===== config.mk =====
export PLATFORM = sky130hd
export DESIGN_NAME = rbd_cell
export DESIGN_NICKNAME = d
export VERILOG_FILES = /design/src/ring_buffer_deque_assert.svh /design/src/rbd_pkg.sv /design/src/rbd_cell.sv
export SDC_FILE = /design/constraint.sdc
export NUM_CORES = 1
export LEC_CHECK = 0
export ABC_AREA = 1
export BUFFER_PORTS_ARGS = -buffer_cell sky130_fd_sc_hd__buf_2
export CAP_MARGIN = 0
export CORE_AREA = 2 2 78 80
export DETAILED_ROUTE_END_ITERATION = 8
export DIE_AREA = 0 0 80 82
export PLACE_DENSITY_LB_ADDON = 0.25
export SKIP_LAST_GASP = 1
export SLEW_MARGIN = 20
export SYNTH_ARGS = -nofsm -noshare
export SYNTH_HDL_FRONTEND = slang
export SYNTH_SLANG_ARGS = --single-unit

===== constraint.sdc =====
create_clock -name clock -period 8.35 [get_ports clock]
set_clock_uncertainty 0.05 [all_clocks]
set_input_delay 0.4175 -clock clock [delete_from_list [all_inputs] [get_ports clock]]
set_output_delay 0.4175 -clock clock [all_outputs]
set_load 0.02 [all_outputs]

===== src/ring_buffer_deque_assert.svh =====
// Assertion macros for the ring_buffer_deque block.
// No dependencies; taken in by `include from the RTL file that checks itself.
`ifndef RING_BUFFER_DEQUE_ASSERT_SVH
`define RING_BUFFER_DEQUE_ASSERT_SVH
`ifndef NO_ASSERTIONS
`define RBD_ASSERT_ALWAYS(label, clk, rst, cond) \
   label: assert property (@(posedge clk) disable iff (rst) (cond)) \
      else $error("%m: check failed");
`define RBD_ASSERT_NEXT(label, clk, rst, ante, cons) \
   label: assert property (@(posedge clk) disable iff (rst) (ante) |=> (cons)) \
      else $error("%m: check failed");
`else
`define RBD_ASSERT_ALWAYS(label, clk, rst, cond)
`define RBD_ASSERT_NEXT(label, clk, rst, ante, cons)
`endif
`endif


===== src/rbd_pkg.sv =====
// Shared types for the ring_buffer_deque block: opcodes, status codes, cell control.
// No dependencies.
package rbd_pkg;

   typedef enum logic [1:0] {
      OP_PUSH_FRONT = 2'd0,
      OP_PUSH_BACK  = 2'd1,
      OP_POP_FRONT  = 2'd2,
      OP_POP_BACK   = 2'd3
   } op_type;

   typedef enum logic [1:0] {
      ST_OK    = 2'd0,
      ST_FULL  = 2'd1,
      ST_EMPTY = 2'd2
   } status_type;

   typedef struct packed {
      logic clear;
      logic push_front;
      logic push_back;
      logic pop_front;
      logic pop_back;
   } cell_ctrl_type;

endpackage


===== src/rbd_cell.sv =====
// One storage cell of the deque row: holds one word and its valid bit.
// Depends on rbd_pkg (cell_ctrl_type).
module rbd_cell #(
   parameter int DATA_WIDTH = 32
) (
   input  logic                   clock,
   input  logic                   reset,
   input  rbd_pkg::cell_ctrl_type ctrl,
   input  logic [DATA_WIDTH-1:0]  push_word,
   input  logic [DATA_WIDTH-1:0]  left_data,
   input  logic                   left_valid,
   input  logic [DATA_WIDTH-1:0]  right_data,
   input  logic                   right_valid,
   input  logic [DATA_WIDTH-1:0]  tail_acc_in,
   output logic [DATA_WIDTH-1:0]  tail_acc_out,
   output logic [DATA_WIDTH-1:0]  data,
   output logic                   valid
);

   logic [DATA_WIDTH-1:0] data_ff, data_in;
   logic                  valid_ff, valid_in;
   logic                  is_tail;

   // last occupied cell: valid here, empty to the right
   assign is_tail      = valid_ff & ~right_valid;
   assign tail_acc_out = tail_acc_in | (is_tail ? data_ff : '0);
   assign data         = data_ff;
   assign valid        = valid_ff;

   always_comb begin
      data_in  = data_ff;
      valid_in = valid_ff;
      priority if (ctrl.clear) begin
         valid_in = 1'b0;
      end else if (ctrl.push_front) begin
         data_in  = left_data;
         valid_in = left_valid;
      end else if (ctrl.pop_front) begin
         data_in  = right_data;
         valid_in = right_valid;
      end else if (ctrl.push_back) begin
         if (left_valid & ~valid_ff) begin
            data_in  = push_word;
            valid_in = 1'b1;
         end
      end else if (ctrl.pop_back) begin
         if (is_tail) begin
            valid_in = 1'b0;
         end
      end
   end

   always_ff @(posedge clock) begin
      data_ff <= data_in;
      if (reset) begin
         valid_ff <= 1'b0;
      end else begin
         valid_ff <= valid_in;
      end
   end

endmodule


After elaboration in Yosys (flattened, before gate mapping)

Index checks and enable logic that the tools add are counted.

RAM bits: 0
Bits in latches: 0
Input port bits: 137
Logic and storage cells: 27
Bits in registers: 33
Memories: 0
Bits in read-only memories: 0
Output and inout port bits: 65

Order comparisons: 0
Reduce and logical (&&, ||, !) cells: 7
Mux-type cells: 11
Add/subtract/negate cells: 0
Multiply operators: 0
Shift-type cells: 0
Bitwise operators: 6
Div/mod/pow operators: 0
Eq/ne operators: 1

Operators with widths:

| kind               | number |
|---|---|
| $mux 32            | 5 |
| $or 32x32->32      | 1 |
| $reduce_bool 4->1  | 2 |
| $mux 1             | 6 |
| $reduce_and 3->1   | 2 |
| $reduce_bool 3->1  | 2 |
| $ne 4x2->1 const B | 1 |
| $not 1->1          | 3 |
| $and 1x1->1        | 2 |
| $reduce_or 2->1    | 1 |

Logic depth before layout (Yosys ltp)

Depth in word-level cells: 7
Mapped depth: 8
Mapped depth without buffers: 7

Worst setup path before layout

OpenSTA, ideal clock, no wires.

Kind: register to register
From: register valid_ff (netlist: valid)
To: register data_ff[0] (netlist: data[0]) (enable)
Stages on the path, launching flop included: 5
Library setup time: 0.470 ns
Buffers on the path: 1
Period minus slack after synthesis: 3.615 ns
Path slack: 4.735 ns
Required time: 7.830 ns
Data arrival time: 3.095 ns
Cell sequence: dfxtp_1 > buf_2 > inv_1 > nand2_1 > a211oi_1

Cells in the longest elaborated chain, start to end: 4

Ends and longest elaborated chain:

| element                     | RTL line       | text |
|---|---|---|
| start: declaration          | rbd_cell.sv:21 | `logic valid_ff, valid_in;` |
| start signal: assignment    | rbd_cell.sv:58 | `valid_ff <= valid_in;` |
| $not 1->1                   | rbd_cell.sv:42 | `if (left_valid & ~valid_ff) begin` |
| $and 1x1->1                 | rbd_cell.sv:42 |  |
| $reduce_bool 3->1 (no line) | n/a            |  |
| $reduce_and 3->1 (no line)  | n/a            |  |
| end signal: assignment      | rbd_cell.sv:54 | `data_ff <= data_in;` |
| end: declaration            | rbd_cell.sv:20 | `logic [DATA_WIDTH-1:0] data_ff, data_in;` |

Every way passes these cells.
A chain may end at the register's enable or synchronous reset.

Final worst setup path

From: input right_valid
To: output tail_acc_out[23]

Cells in the longest elaborated chain, start to end: 4

Ends and longest elaborated chain:

| element            | RTL line       | text |
|---|---|---|
| start: declaration | rbd_cell.sv:13 | `input logic right_valid,` |
| $not 1->1          | rbd_cell.sv:25 | `assign is_tail = valid_ff & ~right_valid;` |
| $and 1x1->1        | rbd_cell.sv:25 |  |
| $mux 32            | rbd_cell.sv:26 | `assign tail_acc_out = tail_acc_in \| (is_tail ? data_ff : '0);` |
| $or 32x32->32      | rbd_cell.sv:26 |  |
| end: declaration   | rbd_cell.sv:15 | `output logic [DATA_WIDTH-1:0] tail_acc_out,` |

Every way passes these cells.

==> impl_results.md <==
- Post-CTS resize count: 0
- CTS tree: yes
- CP max FO: 33
- Clock sink total: 33
- Worst Hold End: valid
- Total internal power: 0.3098 mW
- Cells on worst reg2reg path: 5
- Post-synthesis sequential area ratio: 47.83%
- Vias in the first global route: 2207
- Min-Delay Path Class: in2reg
- Commonest non-fill, non-tap cell in the layout: buf_2
- Buffers on Ports: 201
- Setup Viol. Count Final: 0
- Fraction of layout cells with a size suffix above 1: 57.18%
- Post-detail-place hpwl: 5001 um
- Syn avg cell area: 8.689 sq um
- Die area: 6560 sq um
- Status: finished, final reports clean
- Ant diodes: 0
- Combinational share of power: 29.5%
- Origin of the critical flop-to-flop path: valid
- Reg power frac: 46.3%
- Area delta synth->final: 53.08%
- Initial Utilization: 35.69%
- Post-CTS setup buffer count: 0
- Hold Startpoint: reset
- First-pass GRT wire length: 9977 um
- Number of antenna violations at the first check in global routing: 0
- RSZ-0062 raised after global routing: no
- Slew Limit Fails: 0
- # nets final: 562
- Slowest cell on the critical path: inv_1
- Cell area after synthesis: 2051 sq um
- Crit end category: primary output
- Unique masters post-synth: 16
- Worst hold stages: 4
- Synthesized flop and latch total: 33
- Worst rel slew slack: 25.41%
- Die Wd: 80 um
- Num ports: 202
- Via density: 4.984
- Final Core Density: 54.64%
- Nature of the critical path startpoint: primary input
- Routed Antenna Nets: 0
- Lkg Pwr: 1.599 nW
- Grt ovf: 0
- Arrival @ worst endpoint: 1.80 ns
- MaxCap Viol Count: 0
- Clk root buf: clkbuf_8
- Drc violations: 0
- Rows: 28
- Die Ht: 82 um
- Post-DR wirelength/cell: 13.98 um
- Crit path top cell by count: buf_2
- Worst-skew pair later-pin latency: 0.28 ns
- RR Endpoint: data[29]
- Pwr dens: 141.7 nW/um^2
- Net Count, Synth: 373
- Clock transition at the registers of the reported paths: 0.06 ns
- Sw Share: 30.35%
- H-tree depth: 2
- DR iter-0 viols: 105
- R2R Setup Slk: 6.28 ns
- Critical Path, Cell by Cell: buf_2 -> inv_1 -> a31o_2 -> buf_2
- Final period util: 27.16%
- Slowest Stage Delay on Critical Path: 0.80 ns
- Clock power frac: 24.2%
- Total Neg Setup Slack: 0 ns
- Final hold vios: 0
- Psw: 0.1350 mW
- Final Wtd Congestion: 0.6782
- Fmax achieved: 441.0 MHz
- CTS buffer count: 5
- CTS Buffer Depth: 2
- 1st-pass router iterations: 4
- Final WL: 6990 um
- Hold buffers post-CTS: 0
- Fin crit period: 2.268 ns
- Core Area: 5746 sq um
- Worst VDD drop: 65.35 uV
- Commonest non-fill, non-tap cells in the layout: buf_2 (201), nand2_1 (69), nand3_1 (69), a31o_2 (32), edfxtp_1 (32)
- Post-Syn Instances: 236
- Crit path kind: in2out
- GRT Overall Usage: 19.72%
- Via count: 2492
- Synth warn: 0
- Slew @ Worst Pin: 1.118 ns
- Pin count of the biggest net entering global routing: 37
- Critical Path RT: 7.88 ns
==> cell families (layout without fill, tap and decap cells) <==
group / Yosys count / count (layout) / synth area share, %
flops: 33 / 33 / 47.83
buf+inv: 26 / 215 / 6.528
compound gates: 34 / 34 / 14.28
simple gates: 143 / 143 / 31.36
==> layout make-up <==
cell class                      instances  area (sq um)
Multi-Input combinational cell        177         948.4
Sequential cell                        33         980.9
Timing Repair Buffer                  203          1021
Tap cell                               75         93.84
Clock inverter                          1         3.754
Inverter                                5         18.77
Fill cell                             572          2606
Clock buffer                            6         72.57
==> flip-flops by register name, summed over array words and instances, names as in the netlist <==
name,count
valid,1
data,32
==> critical path, delay by kind of cell <==
family / cells / cell delay (ns)
buffers and inverters: 3 / 1.08
AO/OA/AOI/OAI: 1 / 0.29
==> worst max path at each step <==
stage,from,to,slack [ns],cells after the start
after floorplan,valid,data[0],4.73,4
after detailed placement,ctrl[1],data[1],5.99,4
after CTS,right_valid,tail_acc_out[21],6.08,4
final,right_valid,tail_acc_out[23],6.08,4
after global routing,valid,tail_acc_out[21],5.99,3
after global placement,ctrl[1],data[9],6.02,4
==> cells in the mapped netlist <==
master | n | area (sq um)
buf_2 | 17 | 85.08
nand2_1 | 69 | 259.0
nor2_1 | 2 | 7.510
edfxtp_1 | 32 | 960.9
dfxtp_1 | 1 | 20.02
clkbuf_1 | 2 | 7.510
inv_2 | 1 | 3.750
inv_1 | 4 | 15.01
or2_0 | 1 | 6.260
nand3_1 | 69 | 345.3
nor2_8 | 1 | 20.02
buf_6 | 2 | 22.52
a21oi_1 | 1 | 5.000
nor3_1 | 1 | 5.000
a211oi_1 | 1 | 7.510
a31o_2 | 32 | 280.3
==> layer usage <==
layer / GRT usage [%] / part of all wire, % / vias up
met5: 0 / 0 / -
met4: 5.593 / 1.1 / 0
met3: 4.176 / 7.9 / 7
met2: 36.25 / 50 / 135
met1: 23.21 / 41 / 1118
li1: - / - / 1232
==> through the flow <==
step | total power, mW | hold slack, ns | worst slack [ns] | cells | instance area (sq um)
2_1_floorplan | 0.2824 | 0.5125 | 4.735 | 236 | 2051
3_3_place_gp | 0.3392 | 0.6121 | 6.019 | 493 | 3063
3_5_place_dp | 0.3413 | 0.6144 | 5.988 | 493 | 3063
4_1_cts | 0.4507 | 0.3125 | 6.079 | 500 | 3139
5_1_grt | 0.4690 | 0.3357 | 5.987 | 500 | 3139
6_report | 0.4448 | 0.3255 | 6.082 | 500 | 3139
==> power groups by stage <==
| stage | registers [mW] | logic (mW) | clock network [mW] |
|---|---|---|---|
| after floorplan | 0.223 | 0.0597 | 0 |
| after global placement | 0.209 | 0.130 | 0 |
| after detailed placement | 0.209 | 0.132 | 0 |
| after CTS | 0.206 | 0.132 | 0.112 |
| after global routing | 0.207 | 0.143 | 0.119 |
| final | 0.206 | 0.131 | 0.108 |
Power figures use the tool's default switching activity.
